--- config.mk ---
export PLATFORM = sky130hd
export DESIGN_NAME = rational_arithmetic_unit
export DESIGN_NICKNAME = d
export VERILOG_FILES = /design/src/rtl/rau_pkg.sv /design/src/rtl/rau_datapath.sv /design/src/rtl/rau_ctrl.sv /design/src/rtl/rational_arithmetic_unit.sv
export SDC_FILE = /design/constraint.sdc
export NUM_CORES = 2
export LEC_CHECK = 0
export BUFFER_PORTS_ARGS = -buffer_cell sky130_fd_sc_hd__buf_4
export CAP_MARGIN = 20
export CORE_ASPECT_RATIO = 1.75
export CORE_MARGIN = 2
export CORE_UTILIZATION = 25
export CTS_BUF_LIST = sky130_fd_sc_hd__clkbuf_4
export CTS_CLUSTER_DIAMETER = 40
export DETAILED_ROUTE_END_ITERATION = 12
export HOLD_SLACK_MARGIN = 0.15
export PLACE_DENSITY = 0.36
export SLEW_MARGIN = 20
export SYNTH_ARGS = -nofsm -noshare
export SYNTH_HDL_FRONTEND = slang
export SYNTH_SLANG_ARGS = --single-unit
--- constraint.sdc ---
create_clock -name clk -period 14.85 [get_ports clk]
set_input_delay 3.7125 -clock clk [delete_from_list [all_inputs] [get_ports clk]]
set_output_delay 3.7125 -clock clk [all_outputs]
set_load 0.005 [all_outputs]
--- src/rtl/rau_pkg.sv ---
// Types, codes and the step program of the rational arithmetic unit.
package rau_pkg;

	localparam logic [63:0] MASK63  = 64'h7FFF_FFFF_FFFF_FFFF;
	localparam logic [63:0] TOP_BIT = 64'h8000_0000_0000_0000;

	typedef enum logic [2:0] {
		OP_NORM = 3'd0,
		OP_ADD  = 3'd1,
		OP_SUB  = 3'd2,
		OP_MUL  = 3'd3,
		OP_DIV  = 3'd4
	} rau_op_t;

	typedef enum logic [1:0] {
		ST_OK    = 2'd0,
		ST_OVF   = 2'd1,
		ST_ZERO  = 2'd2,
		ST_INVAL = 2'd3
	} rau_status_t;

	typedef enum logic [1:0] {U_GCD, U_DIV, U_MUL, U_SUM} rau_uop_t;

	typedef enum logic [3:0] {
		S_MA, S_MB, S_AD, S_BD, S_T0, S_T1, S_T2, S_T3, S_ONE
	} rau_src_t;

	typedef enum logic [1:0] {L_POS, L_RS, L_NA, L_NB} rau_lim_t;

	typedef struct packed {
		rau_uop_t   uop;
		rau_src_t   sx;
		rau_src_t   sy;
		logic [1:0] dst;
		rau_lim_t   lim;
		logic       last;
	} rau_step_t;

	typedef struct packed {
		logic      go;
		rau_step_t step;
	} rau_cmd_t;

	typedef struct packed {
		logic step_done;
		logic pre_bad;
	} rau_stat_t;

	function automatic rau_step_t mk(rau_uop_t u, rau_src_t x, rau_src_t y,
		logic [1:0] d, rau_lim_t l, logic e);
		rau_step_t s;
		s.uop = u; s.sx = x; s.sy = y; s.dst = d; s.lim = l; s.last = e;
		return s;
	endfunction

	// Step program per operation; numerator ends in T2, denominator in T3.
	function automatic rau_step_t prog(logic [2:0] op, logic [3:0] pc);
		rau_step_t s;
		s = mk(U_SUM, S_T0, S_T0, 2'd0, L_POS, 1'b1);
		case (op)
			OP_NORM: begin
				case (pc)
					4'd0: s = mk(U_GCD, S_MA, S_AD, 2'd0, L_POS, 1'b0);
					4'd1: s = mk(U_DIV, S_MA, S_T0, 2'd2, L_POS, 1'b0);
					4'd2: s = mk(U_DIV, S_AD, S_T0, 2'd3, L_POS, 1'b0);
					4'd3: s = mk(U_MUL, S_T2, S_ONE, 2'd2, L_RS, 1'b0);
					default: s = mk(U_MUL, S_T3, S_ONE, 2'd3, L_POS, 1'b1);
				endcase
			end
			OP_ADD, OP_SUB: begin
				case (pc)
					4'd0: s = mk(U_GCD, S_AD, S_BD, 2'd0, L_POS, 1'b0);
					4'd1: s = mk(U_DIV, S_BD, S_T0, 2'd1, L_POS, 1'b0);
					4'd2: s = mk(U_DIV, S_AD, S_T0, 2'd2, L_POS, 1'b0);
					4'd3: s = mk(U_MUL, S_MA, S_T1, 2'd1, L_NA, 1'b0);
					4'd4: s = mk(U_MUL, S_MB, S_T2, 2'd3, L_NB, 1'b0);
					4'd5: s = mk(U_SUM, S_T1, S_T3, 2'd1, L_POS, 1'b0);
					4'd6: s = mk(U_GCD, S_T1, S_T0, 2'd0, L_POS, 1'b0);
					4'd7: s = mk(U_DIV, S_BD, S_T0, 2'd3, L_POS, 1'b0);
					4'd8: s = mk(U_MUL, S_T2, S_T3, 2'd3, L_POS, 1'b0);
					default: s = mk(U_DIV, S_T1, S_T0, 2'd2, L_POS, 1'b1);
				endcase
			end
			OP_MUL: begin
				case (pc)
					4'd0: s = mk(U_GCD, S_MA, S_BD, 2'd0, L_POS, 1'b0);
					4'd1: s = mk(U_GCD, S_MB, S_AD, 2'd1, L_POS, 1'b0);
					4'd2: s = mk(U_DIV, S_MA, S_T0, 2'd2, L_POS, 1'b0);
					4'd3: s = mk(U_DIV, S_MB, S_T1, 2'd3, L_POS, 1'b0);
					4'd4: s = mk(U_MUL, S_T2, S_T3, 2'd2, L_RS, 1'b0);
					4'd5: s = mk(U_DIV, S_AD, S_T1, 2'd1, L_POS, 1'b0);
					4'd6: s = mk(U_DIV, S_BD, S_T0, 2'd0, L_POS, 1'b0);
					default: s = mk(U_MUL, S_T1, S_T0, 2'd3, L_POS, 1'b1);
				endcase
			end
			default: begin
				case (pc)
					4'd0: s = mk(U_GCD, S_MA, S_MB, 2'd0, L_POS, 1'b0);
					4'd1: s = mk(U_GCD, S_AD, S_BD, 2'd1, L_POS, 1'b0);
					4'd2: s = mk(U_DIV, S_MA, S_T0, 2'd2, L_POS, 1'b0);
					4'd3: s = mk(U_DIV, S_BD, S_T1, 2'd3, L_POS, 1'b0);
					4'd4: s = mk(U_MUL, S_T2, S_T3, 2'd2, L_RS, 1'b0);
					4'd5: s = mk(U_DIV, S_AD, S_T1, 2'd1, L_POS, 1'b0);
					4'd6: s = mk(U_DIV, S_MB, S_T0, 2'd0, L_POS, 1'b0);
					default: s = mk(U_MUL, S_T1, S_T0, 2'd3, L_POS, 1'b1);
				endcase
			end
		endcase
		return s;
	endfunction

endpackage

--- src/rtl/rau_datapath.sv ---
// Datapath: operand registers, shared GCD/divide/multiply/sum unit, result shaping.
module rau_datapath import rau_pkg::*; (
	input  logic        clk,
	input  logic        arst_n,
	input  logic        load,
	input  logic [2:0]  req_type,
	input  logic [63:0] a_num,
	input  logic [63:0] a_den,
	input  logic [63:0] b_num,
	input  logic [62:0] b_den,
	input  rau_cmd_t    cmd,
	output rau_stat_t   stat,
	output logic [63:0] res_num,
	output logic [62:0] res_den,
	output logic [1:0]  status
);

	logic [63:0] ma_q, mb_q, ad_q, bd_q, t0_q, t1_q, t2_q, t3_q;
	logic        na_q, nb_q, rs_q, sub_q, ovf_q, run_q;
	rau_status_t pre_q, pre;
	rau_uop_t    uop_q;
	logic [1:0]  dst_q;
	rau_lim_t    lim_q;
	logic [63:0] wa_q, wb_q, wx_q;
	logic [5:0]  cnt_q;

	logic [63:0] x, y, lim, wval, ma_in, ad_in, mb_in, p_lo, tm;
	logic        fin, set_ovf, set_rs, new_rs, n2;
	logic [64:0] tdiv, msum, psum;

	function automatic logic [63:0] src(rau_src_t s, logic [63:0] ma, logic [63:0] mb,
		logic [63:0] ad, logic [63:0] bd, logic [63:0] t0, logic [63:0] t1,
		logic [63:0] t2, logic [63:0] t3);
		logic [63:0] v;
		case (s)
			S_MA: v = ma;
			S_MB: v = mb;
			S_AD: v = ad;
			S_BD: v = bd;
			S_T0: v = t0;
			S_T1: v = t1;
			S_T2: v = t2;
			S_T3: v = t3;
			default: v = 64'd1;
		endcase
		return v;
	endfunction

	assign ma_in = a_num[63] ? (~a_num + 64'd1) : a_num;
	assign mb_in = b_num[63] ? (~b_num + 64'd1) : b_num;
	assign ad_in = a_den[63] ? (~a_den + 64'd1) : a_den;

	// Operand checks made before any step runs.
	always_comb begin
		pre = ST_OK;
		if (req_type > 3'(OP_DIV))
			pre = ST_INVAL;
		else if (req_type == 3'(OP_NORM)) begin
			if (a_den == 64'd0) pre = ST_ZERO;
		end else if (a_den[63] || a_den == 64'd0 || b_den == 63'd0)
			pre = ST_INVAL;
		else if (req_type == 3'(OP_DIV) && b_num == 64'd0)
			pre = ST_ZERO;
	end

	assign x = src(cmd.step.sx, ma_q, mb_q, ad_q, bd_q, t0_q, t1_q, t2_q, t3_q);
	assign y = src(cmd.step.sy, ma_q, mb_q, ad_q, bd_q, t0_q, t1_q, t2_q, t3_q);

	always_comb begin
		case (lim_q)
			L_POS:   lim = MASK63;
			L_RS:    lim = rs_q ? TOP_BIT : MASK63;
			L_NA:    lim = na_q ? TOP_BIT : MASK63;
			default: lim = nb_q ? TOP_BIT : MASK63;
		endcase
	end

	assign tdiv = {wa_q, wb_q[63]};
	assign msum = {1'b0, wa_q} + (wb_q[0] ? {1'b0, wx_q} : 65'd0);
	assign p_lo = {msum[0], wb_q[63:1]};
	assign n2   = sub_q ? ~nb_q : nb_q;
	assign psum = {1'b0, wa_q} + {1'b0, wb_q};

	// Finish condition and write-back value of the running step.
	always_comb begin
		fin = 1'b0; wval = 64'd0; set_ovf = 1'b0; set_rs = 1'b0; new_rs = 1'b0; tm = 64'd0;
		if (run_q) begin
			case (uop_q)
				U_GCD: begin
					fin  = (wa_q == 64'd0) || (wb_q == 64'd0);
					wval = (wa_q | wb_q) << cnt_q;
				end
				U_DIV: begin
					fin  = (cnt_q == 6'd63);
					wval = {wb_q[62:0], (tdiv >= {1'b0, wx_q})};
				end
				U_MUL: begin
					fin     = (cnt_q == 6'd63);
					wval    = p_lo;
					set_ovf = fin && ((msum[64:1] != 64'd0) || (p_lo > lim));
				end
				default: begin
					fin    = 1'b1;
					set_rs = 1'b1;
					if (na_q == n2) begin
						new_rs  = na_q;
						tm      = psum[63:0];
						set_ovf = psum > {1'b0, (na_q ? TOP_BIT : MASK63)};
					end else if (wa_q >= wb_q) begin
						new_rs = na_q;
						tm     = wa_q - wb_q;
					end else begin
						new_rs = n2;
						tm     = wb_q - wa_q;
					end
					wval = tm;
				end
			endcase
		end
	end

	assign stat.step_done = fin;
	assign stat.pre_bad   = (pre != ST_OK);

	always_ff @(posedge clk or negedge arst_n) begin
		if (!arst_n) begin
			run_q <= 1'b0;
			ovf_q <= 1'b0;
			pre_q <= ST_OK;
		end else if (load) begin
			ma_q  <= ma_in;
			mb_q  <= mb_in;
			ad_q  <= ad_in;
			bd_q  <= {1'b0, b_den};
			na_q  <= a_num[63];
			nb_q  <= b_num[63];
			sub_q <= (req_type == 3'(OP_SUB));
			rs_q  <= (req_type == 3'(OP_NORM)) ? (a_num[63] ^ a_den[63])
			                                   : (a_num[63] ^ b_num[63]);
			ovf_q <= 1'b0;
			pre_q <= pre;
			run_q <= 1'b0;
		end else if (cmd.go) begin
			run_q <= 1'b1;
			uop_q <= cmd.step.uop;
			dst_q <= cmd.step.dst;
			lim_q <= cmd.step.lim;
			cnt_q <= 6'd0;
			case (cmd.step.uop)
				U_DIV: begin
					wa_q <= 64'd0; wb_q <= x; wx_q <= y;
				end
				U_MUL: begin
					wa_q <= 64'd0; wb_q <= y; wx_q <= x;
				end
				default: begin
					wa_q <= x; wb_q <= y;
				end
			endcase
		end else if (run_q) begin
			if (fin) begin
				run_q <= 1'b0;
				case (dst_q)
					2'd0:    t0_q <= wval;
					2'd1:    t1_q <= wval;
					2'd2:    t2_q <= wval;
					default: t3_q <= wval;
				endcase
				if (set_ovf) ovf_q <= 1'b1;
				if (set_rs) rs_q <= new_rs;
			end else begin
				case (uop_q)
					U_GCD: begin
						// Binary GCD: strip common twos, then odd-odd subtract.
						if (!wa_q[0] && !wb_q[0]) begin
							wa_q <= wa_q >> 1; wb_q <= wb_q >> 1; cnt_q <= cnt_q + 6'd1;
						end else if (!wa_q[0])
							wa_q <= wa_q >> 1;
						else if (!wb_q[0])
							wb_q <= wb_q >> 1;
						else if (wa_q >= wb_q)
							wa_q <= wa_q - wb_q;
						else
							wb_q <= wb_q - wa_q;
					end
					U_DIV: begin
						if (tdiv >= {1'b0, wx_q})
							wa_q <= 64'(tdiv - {1'b0, wx_q});
						else
							wa_q <= tdiv[63:0];
						wb_q  <= wval;
						cnt_q <= cnt_q + 6'd1;
					end
					default: begin
						wa_q  <= msum[64:1];
						wb_q  <= p_lo;
						cnt_q <= cnt_q + 6'd1;
					end
				endcase
			end
		end
	end

	always_comb begin
		if (pre_q != ST_OK)
			status = pre_q;
		else if (ovf_q)
			status = ST_OVF;
		else
			status = ST_OK;
	end

	assign res_num = (status != ST_OK) ? 64'd0 :
	                 ((rs_q && t2_q != 64'd0) ? (~t2_q + 64'd1) : t2_q);
	assign res_den = (status != ST_OK) ? 63'd0 : t3_q[62:0];

endmodule

--- src/rtl/rau_ctrl.sv ---
// Controller: sequences the step program of one request over the datapath.
module rau_ctrl import rau_pkg::*; (
	input  logic       clk,
	input  logic       arst_n,
	input  logic       start,
	input  logic [2:0] req_type,
	input  rau_stat_t  stat,
	output logic       load,
	output rau_cmd_t   cmd,
	output logic       busy,
	output logic       done
);

	typedef enum logic [1:0] {IDLE, ISSUE, WAIT, FIN} state_t;

	state_t     state_q;
	logic [2:0] op_q;
	logic [3:0] pc_q;
	rau_step_t  step;

	assign step     = prog(op_q, pc_q);
	assign load     = start && (state_q == IDLE);
	assign cmd.go   = (state_q == ISSUE);
	assign cmd.step = step;
	assign busy     = (state_q != IDLE);
	assign done     = (state_q == FIN);

	always_ff @(posedge clk or negedge arst_n) begin
		if (!arst_n) begin
			state_q <= IDLE;
			op_q    <= 3'd0;
			pc_q    <= 4'd0;
		end else begin
			case (state_q)
				IDLE: begin
					if (start) begin
						op_q    <= req_type;
						pc_q    <= 4'd0;
						// skip the program when the operands are already rejected
						state_q <= stat.pre_bad ? FIN : ISSUE;
					end
				end
				ISSUE: state_q <= WAIT;
				WAIT: begin
					if (stat.step_done) begin
						if (step.last)
							state_q <= FIN;
						else begin
							pc_q    <= pc_q + 4'd1;
							state_q <= ISSUE;
						end
					end
				end
				default: state_q <= IDLE;
			endcase
		end
	end

endmodule

--- src/rtl/rational_arithmetic_unit.sv ---
// Top level of the rational arithmetic unit.
//
// Use: drive req_type, a_num, a_den, b_num, b_den and raise start; the beat is
// taken at the rising edge where start is high and busy is low. busy then stays
// high until the result beat has been shown. The result beat (res_num, res_den,
// status) is valid for exactly one cycle while done is high; the receiver cannot
// stall it, so capture it on that cycle.
// A rejected request (bad selector, bad or zero denominator, zero divisor) shows
// done in the cycle right after acceptance. Otherwise the controller walks a step
// program of 5 to 10 steps over one shared unit; each step is issued and then runs
// a binary GCD, a restoring divide, a shift-add multiply or a signed sum until it
// finishes. One request is in flight at a time; the next can start the cycle
// after done.
// Reset (arst_n low) returns the controller to idle and drops any request.
module rational_arithmetic_unit import rau_pkg::*; (
	input  logic        clk,
	input  logic        arst_n,
	input  logic        start,
	output logic        busy,
	input  logic [2:0]  req_type,
	input  logic [63:0] a_num,
	input  logic [63:0] a_den,
	input  logic [63:0] b_num,
	input  logic [62:0] b_den,
	output logic        done,
	output logic [63:0] res_num,
	output logic [62:0] res_den,
	output logic [1:0]  status
);

	logic      load;
	rau_cmd_t  cmd;
	rau_stat_t stat;

	// Sequence the steps; hold the program counter while a step runs.
	rau_ctrl u_ctrl (
		.clk      (clk),
		.arst_n   (arst_n),
		.start    (start),
		.req_type (req_type),
		.stat     (stat),
		.load     (load),
		.cmd      (cmd),
		.busy     (busy),
		.done     (done)
	);

	// Hold operands and temporaries; run one GCD, divide, multiply or sum per step.
	rau_datapath u_dp (
		.clk      (clk),
		.arst_n   (arst_n),
		.load     (load),
		.req_type (req_type),
		.a_num    (a_num),
		.a_den    (a_den),
		.b_num    (b_num),
		.b_den    (b_den),
		.cmd      (cmd),
		.stat     (stat),
		.res_num  (res_num),
		.res_den  (res_den),
		.status   (status)
	);

endmodule

==> flow_summary.json <==
{
  "period_share": 0.675,
  "grt_first_pass_wirelength_um": 665000,
  "groute.usage.overall": 0.335,
  "floorplan.initialDensity": 0.251,
  "yosysSeqAreaShare": 0.307,
  "max_slew_margin": 0.110,
  "post_route_cells_drive_above_1_share": 0.135,
  "placedCellCount": 12400,
  "cp_slowest_stage_delay_ns": 0.67,
  "die_height_um": 710,
  "worstMarginPinSlew_ns": 1.33,
  "r2r-end": "u_dp.ovf_q$_DFFE_PN0P_",
  "via_to_cell_ratio": 5.90,
  "clock_tree_from_tritoncts": "built",
  "combPwrFrac": 0.701,
  "synthFlopType": "sky130_fd_sc_hd__edfxtp_1",
  "drcViolationCount": 0,
  "clk-insertion-delay-late_ns": 1.27,
  "cts.sink_count": 732,
  "holdWs_ns": 0.523,
  "cts_post_setup_buffers_inserted": 0,
  "gp_congestion": 1.02,
  "crit_chain": "or4_1, nor4_1, nand3_1, nand3b_1, or2_1, or4_1, nor3_2, and4_1, a21oi_1, xnor2_1, nor2_2, buf_4",
  "fin_crit_ns": 10.03,
  "setup-tns-final_ns": 0,
  "floorplan.die_area_um2": 290000,
  "h-tree-depth": 4,
  "slowest_stage": "sky130_fd_sc_hd__or4_1",
  "nets": 9659,
  "number_of_global_route_vias_before_repair": 74900,
  "critical_path.startpoint_type": "flip-flop",
  "clkSlewWorstSetupHoldPaths_ns": 0.07,
  "maximum_operating_frequency_mhz": 99.7,
  "dpl.hpwl_um": 410000,
  "grt_setup_unrepaired": "no",
  "post-layout-total-power_mw": 16.0,
  "synthesis.yosys.warnings": 0,
  "detail_route.first_pass.iterations": 9,
  "critPathRequiredTime_ns": 11.14,
  "hold_path_startpoint": "u_dp.pre_q[0]$_DFFE_PN0P_",
  "leakage_nw": 30.4,
  "io_pins": 392,
  "antenna_found_initial": 28,
  "finClkSkew_ns": 0.180,
  "floorplan.rows": 259,
  "irDropWorstVdd_v": 0.000154,
  "synthesis.area_um2": 71300,
  "final-max-slew-violation-count": 0,
  "finalHoldViolations": 0,
  "total_cts_buffers": 197,
  "placeableCoreArea_um2": 284000,
  "worst_r2r_startpoint": "u_dp.wb_q[7]$_DFFE_PP_",
  "internal_power_mw": 6.70,
  "dr.first_iter.drc_count": 8225,
  "maximum_number_of_pins_on_one_net_before_global_route_repair": 126,
  "worst-setup-path-type": "flip-flop to primary output",
  "pwr-share-clk": 0.119,
  "worstPathBufferInverterCount": 1,
  "resize_count_post_cts": 0,
  "syn_avg_cell_area_um2": 8.33,
  "synth_top_cell_area_share": 0.303,
  "power.density_cell_area_nw_per_um2": 196,
  "stdcell_count": 12800,
  "post_synth_most_frequent_cells": "sky130_fd_sc_hd__a21oi_1, sky130_fd_sc_hd__nand2_1, sky130_fd_sc_hd__edfxtp_1",
  "synthArstFlopShare": 0.0178,
  "rr_worst_depth": 26,
  "wire_length_per_cell_um": 39.4,
  "power_share_of_the_sequential_group": 0.180,
  "synth.distinct_cells": 103,
  "antenna_violating_nets_post_route": 0,
  "synth_most_common_cell": "sky130_fd_sc_hd__a21oi_1",
  "chipWidth_um": 408,
  "timing.reg2reg.setup_slack_ns": 6.19,
  "gr-total-overflow": 0,
  "most_used_cell_along_the_critical_path": "sky130_fd_sc_hd__or4_1",
  "clk_path_buf_depth": 4,
  "register_bit_count_reported_by_yosys": 732,
  "switching_share": 0.582,
  "route.final.wire_length_um": 504000,
  "port_buffers": 391,
  "setup_failing_eps_final": 0,
  "synthTopCellsByArea": "sky130_fd_sc_hd__edfxtp_1, sky130_fd_sc_hd__ha_1, sky130_fd_sc_hd__a21oi_1, sky130_fd_sc_hd__xnor2_1, sky130_fd_sc_hd__nand2_1",
  "yosysTopAreaCell": "sky130_fd_sc_hd__edfxtp_1",
  "status": "finished, final reports clean",
  "max_cap_viol_count": 0,
  "power.switching_mw": 9.34,
  "cp_max_fo": 7,
  "timing.critical_path.to_type": "primary output",
  "hold_end": "u_dp.pre_q[0]$_DFFE_PN0P_",
  "vias": 75500,
  "syn_inst": 8559,
  "holdCritPathClass": "flip-flop to flip-flop",
  "fin_util": 0.289,
  "cts_hold_repair.buffers": 0,
  "areaGrowthSynthToFinish_pct": 14.9,
  "worst-endpoint-arrival_ns": 6.31,
  "syn-num-nets": 9352,
  "critical_path.top_delay_family": "simple AND/OR/NAND/NOR gates",
  "clockRootBuffer": "sky130_fd_sc_hd__clkbuf_4",
  "min_path_cells": 2,
  "synth-edff-count": 719
}
==> per-stage QoR <==
step | area, µm² | setup WS (ns)
2_1_floorplan | 71300 | 3.66
3_3_place_gp | 79400 | 5.26
3_5_place_dp | 79500 | 6.08
4_1_cts | 81900 | 4.67
5_1_grt | 81900 | 4.61
6_report | 81900 | 4.82
==> per-layer routing <==
layer / track usage / part of all wire
met5: 0 / 0.00011
met4: 0.269 / 0.097
met3: 0.0395 / 0.054
met2: 0.591 / 0.49
met1: 0.361 / 0.36
==> power by group through the flow <==
stage | registers, mW | clock network, mW | logic [mW]
2_1_floorplan | 2.81 | 0 | 5.81
3_3_place_gp | 2.92 | 0 | 11.0
6_report | 2.89 | 1.91 | 11.2
4_1_cts | 2.88 | 1.96 | 11.0
5_1_grt | 2.89 | 2.03 | 11.7
3_5_place_dp | 2.92 | 0 | 10.9
==> tightest hold or removal path: cells and delay by family (launching register included) <==
family | cells | cell delay, ns
DFF | 1 | 0.37
AOI/OAI and AO/OA | 1 | 0.06
and+or+nand+nor | 1 | 0.06
==> worst max path at each step <==
stage	startpoint	to	slack, ns	cells after the start
after global routing	u_dp.t2_q[14]$_DFFE_PP_	res_num[63]	4.61	12
after global placement	start	u_dp.ovf_q$_DFFE_PN0P_	5.26	13
after floorplan	start	u_dp.ad_q[0]$_DFFE_PP_	3.66	3
after CTS	u_dp.t2_q[14]$_DFFE_PP_	res_num[57]	4.67	12
final	u_dp.t2_q[14]$_DFFE_PP_	res_num[63]	4.82	12
after detailed placement	u_dp.t2_q[14]$_DFFE_PP_	res_num[57]	6.08	12
==> cell type report <==
class,count,area (µm²)
fillers,31000,202000
well taps,3784,4730
clock buffers,265,1990
inverters,361,1360
repair buffers,663,5070
diodes,17,42.5
flip-flops and latches,732,21900
clock inverters,61,363
multi-input cells,6911,46500
==> cells in the final DEF, fill, tap and decap left out, types with 54 or more instances in the layout <==
cell,synthesis,routed
sky130_fd_sc_hd__o21ai_0,475,468
sky130_fd_sc_hd__ha_1,527,521
sky130_fd_sc_hd__mux2_2,54,54
sky130_fd_sc_hd__edfxtp_1,719,719
sky130_fd_sc_hd__xor2_1,111,111
sky130_fd_sc_hd__o21ai_1,111,118
sky130_fd_sc_hd__a31oi_1,92,91
sky130_fd_sc_hd__o21bai_1,87,87
sky130_fd_sc_hd__buf_4,1,652
sky130_fd_sc_hd__nor2b_1,61,59
sky130_fd_sc_hd__xnor2_1,483,479
sky130_fd_sc_hd__nand2b_1,79,78
sky130_fd_sc_hd__nand3_1,211,210
sky130_fd_sc_hd__a21oi_1,950,949
sky130_fd_sc_hd__a211oi_1,76,74
sky130_fd_sc_hd__nand2_1,941,937
sky130_fd_sc_hd__a21o_1,106,106
sky130_fd_sc_hd__mux2i_1,165,165
sky130_fd_sc_hd__o31ai_1,152,151
sky130_fd_sc_hd__nor4_1,129,111
sky130_fd_sc_hd__clkinv_1,9,55
sky130_fd_sc_hd__a22oi_1,148,148
sky130_fd_sc_hd__o21a_1,54,54
sky130_fd_sc_hd__clkbuf_4,0,265
sky130_fd_sc_hd__and2_1,110,109
sky130_fd_sc_hd__nor2_1,635,618
sky130_fd_sc_hd__o211ai_1,77,77
sky130_fd_sc_hd__a222oi_1,72,72
sky130_fd_sc_hd__a221oi_1,171,170
sky130_fd_sc_hd__nand4_1,142,142
sky130_fd_sc_hd__nor3_1,126,114
sky130_fd_sc_hd__inv_1,328,325
==> cell families after synthesis <==
family	Yosys count	share of synthesized area
multiplexers	255	0.0424
adder cells (fa/ha/maj)	532	0.0939
flip-flops	732	0.307
buffers and inverters	916	0.0490
AND/OR/NAND/NOR	2649	0.174
AO/OA/AOI/OAI	2881	0.260
XOR/XNOR	594	0.0730
==> sequential cells by signal, summed over array words and instances, names as in the netlist, 3 cells and up <==
register and cells:
u_ctrl.op_q 3, u_ctrl.pc_q 4, u_dp.ad_q 64, u_dp.bd_q 63
u_dp.cnt_q 6, u_dp.ma_q 64, u_dp.mb_q 64, u_dp.t0_q 64
u_dp.t1_q 64, u_dp.t2_q 64, u_dp.t3_q 64, u_dp.wa_q 64
u_dp.wb_q 64, u_dp.wx_q 64
(Power assumes the default switching activity.)
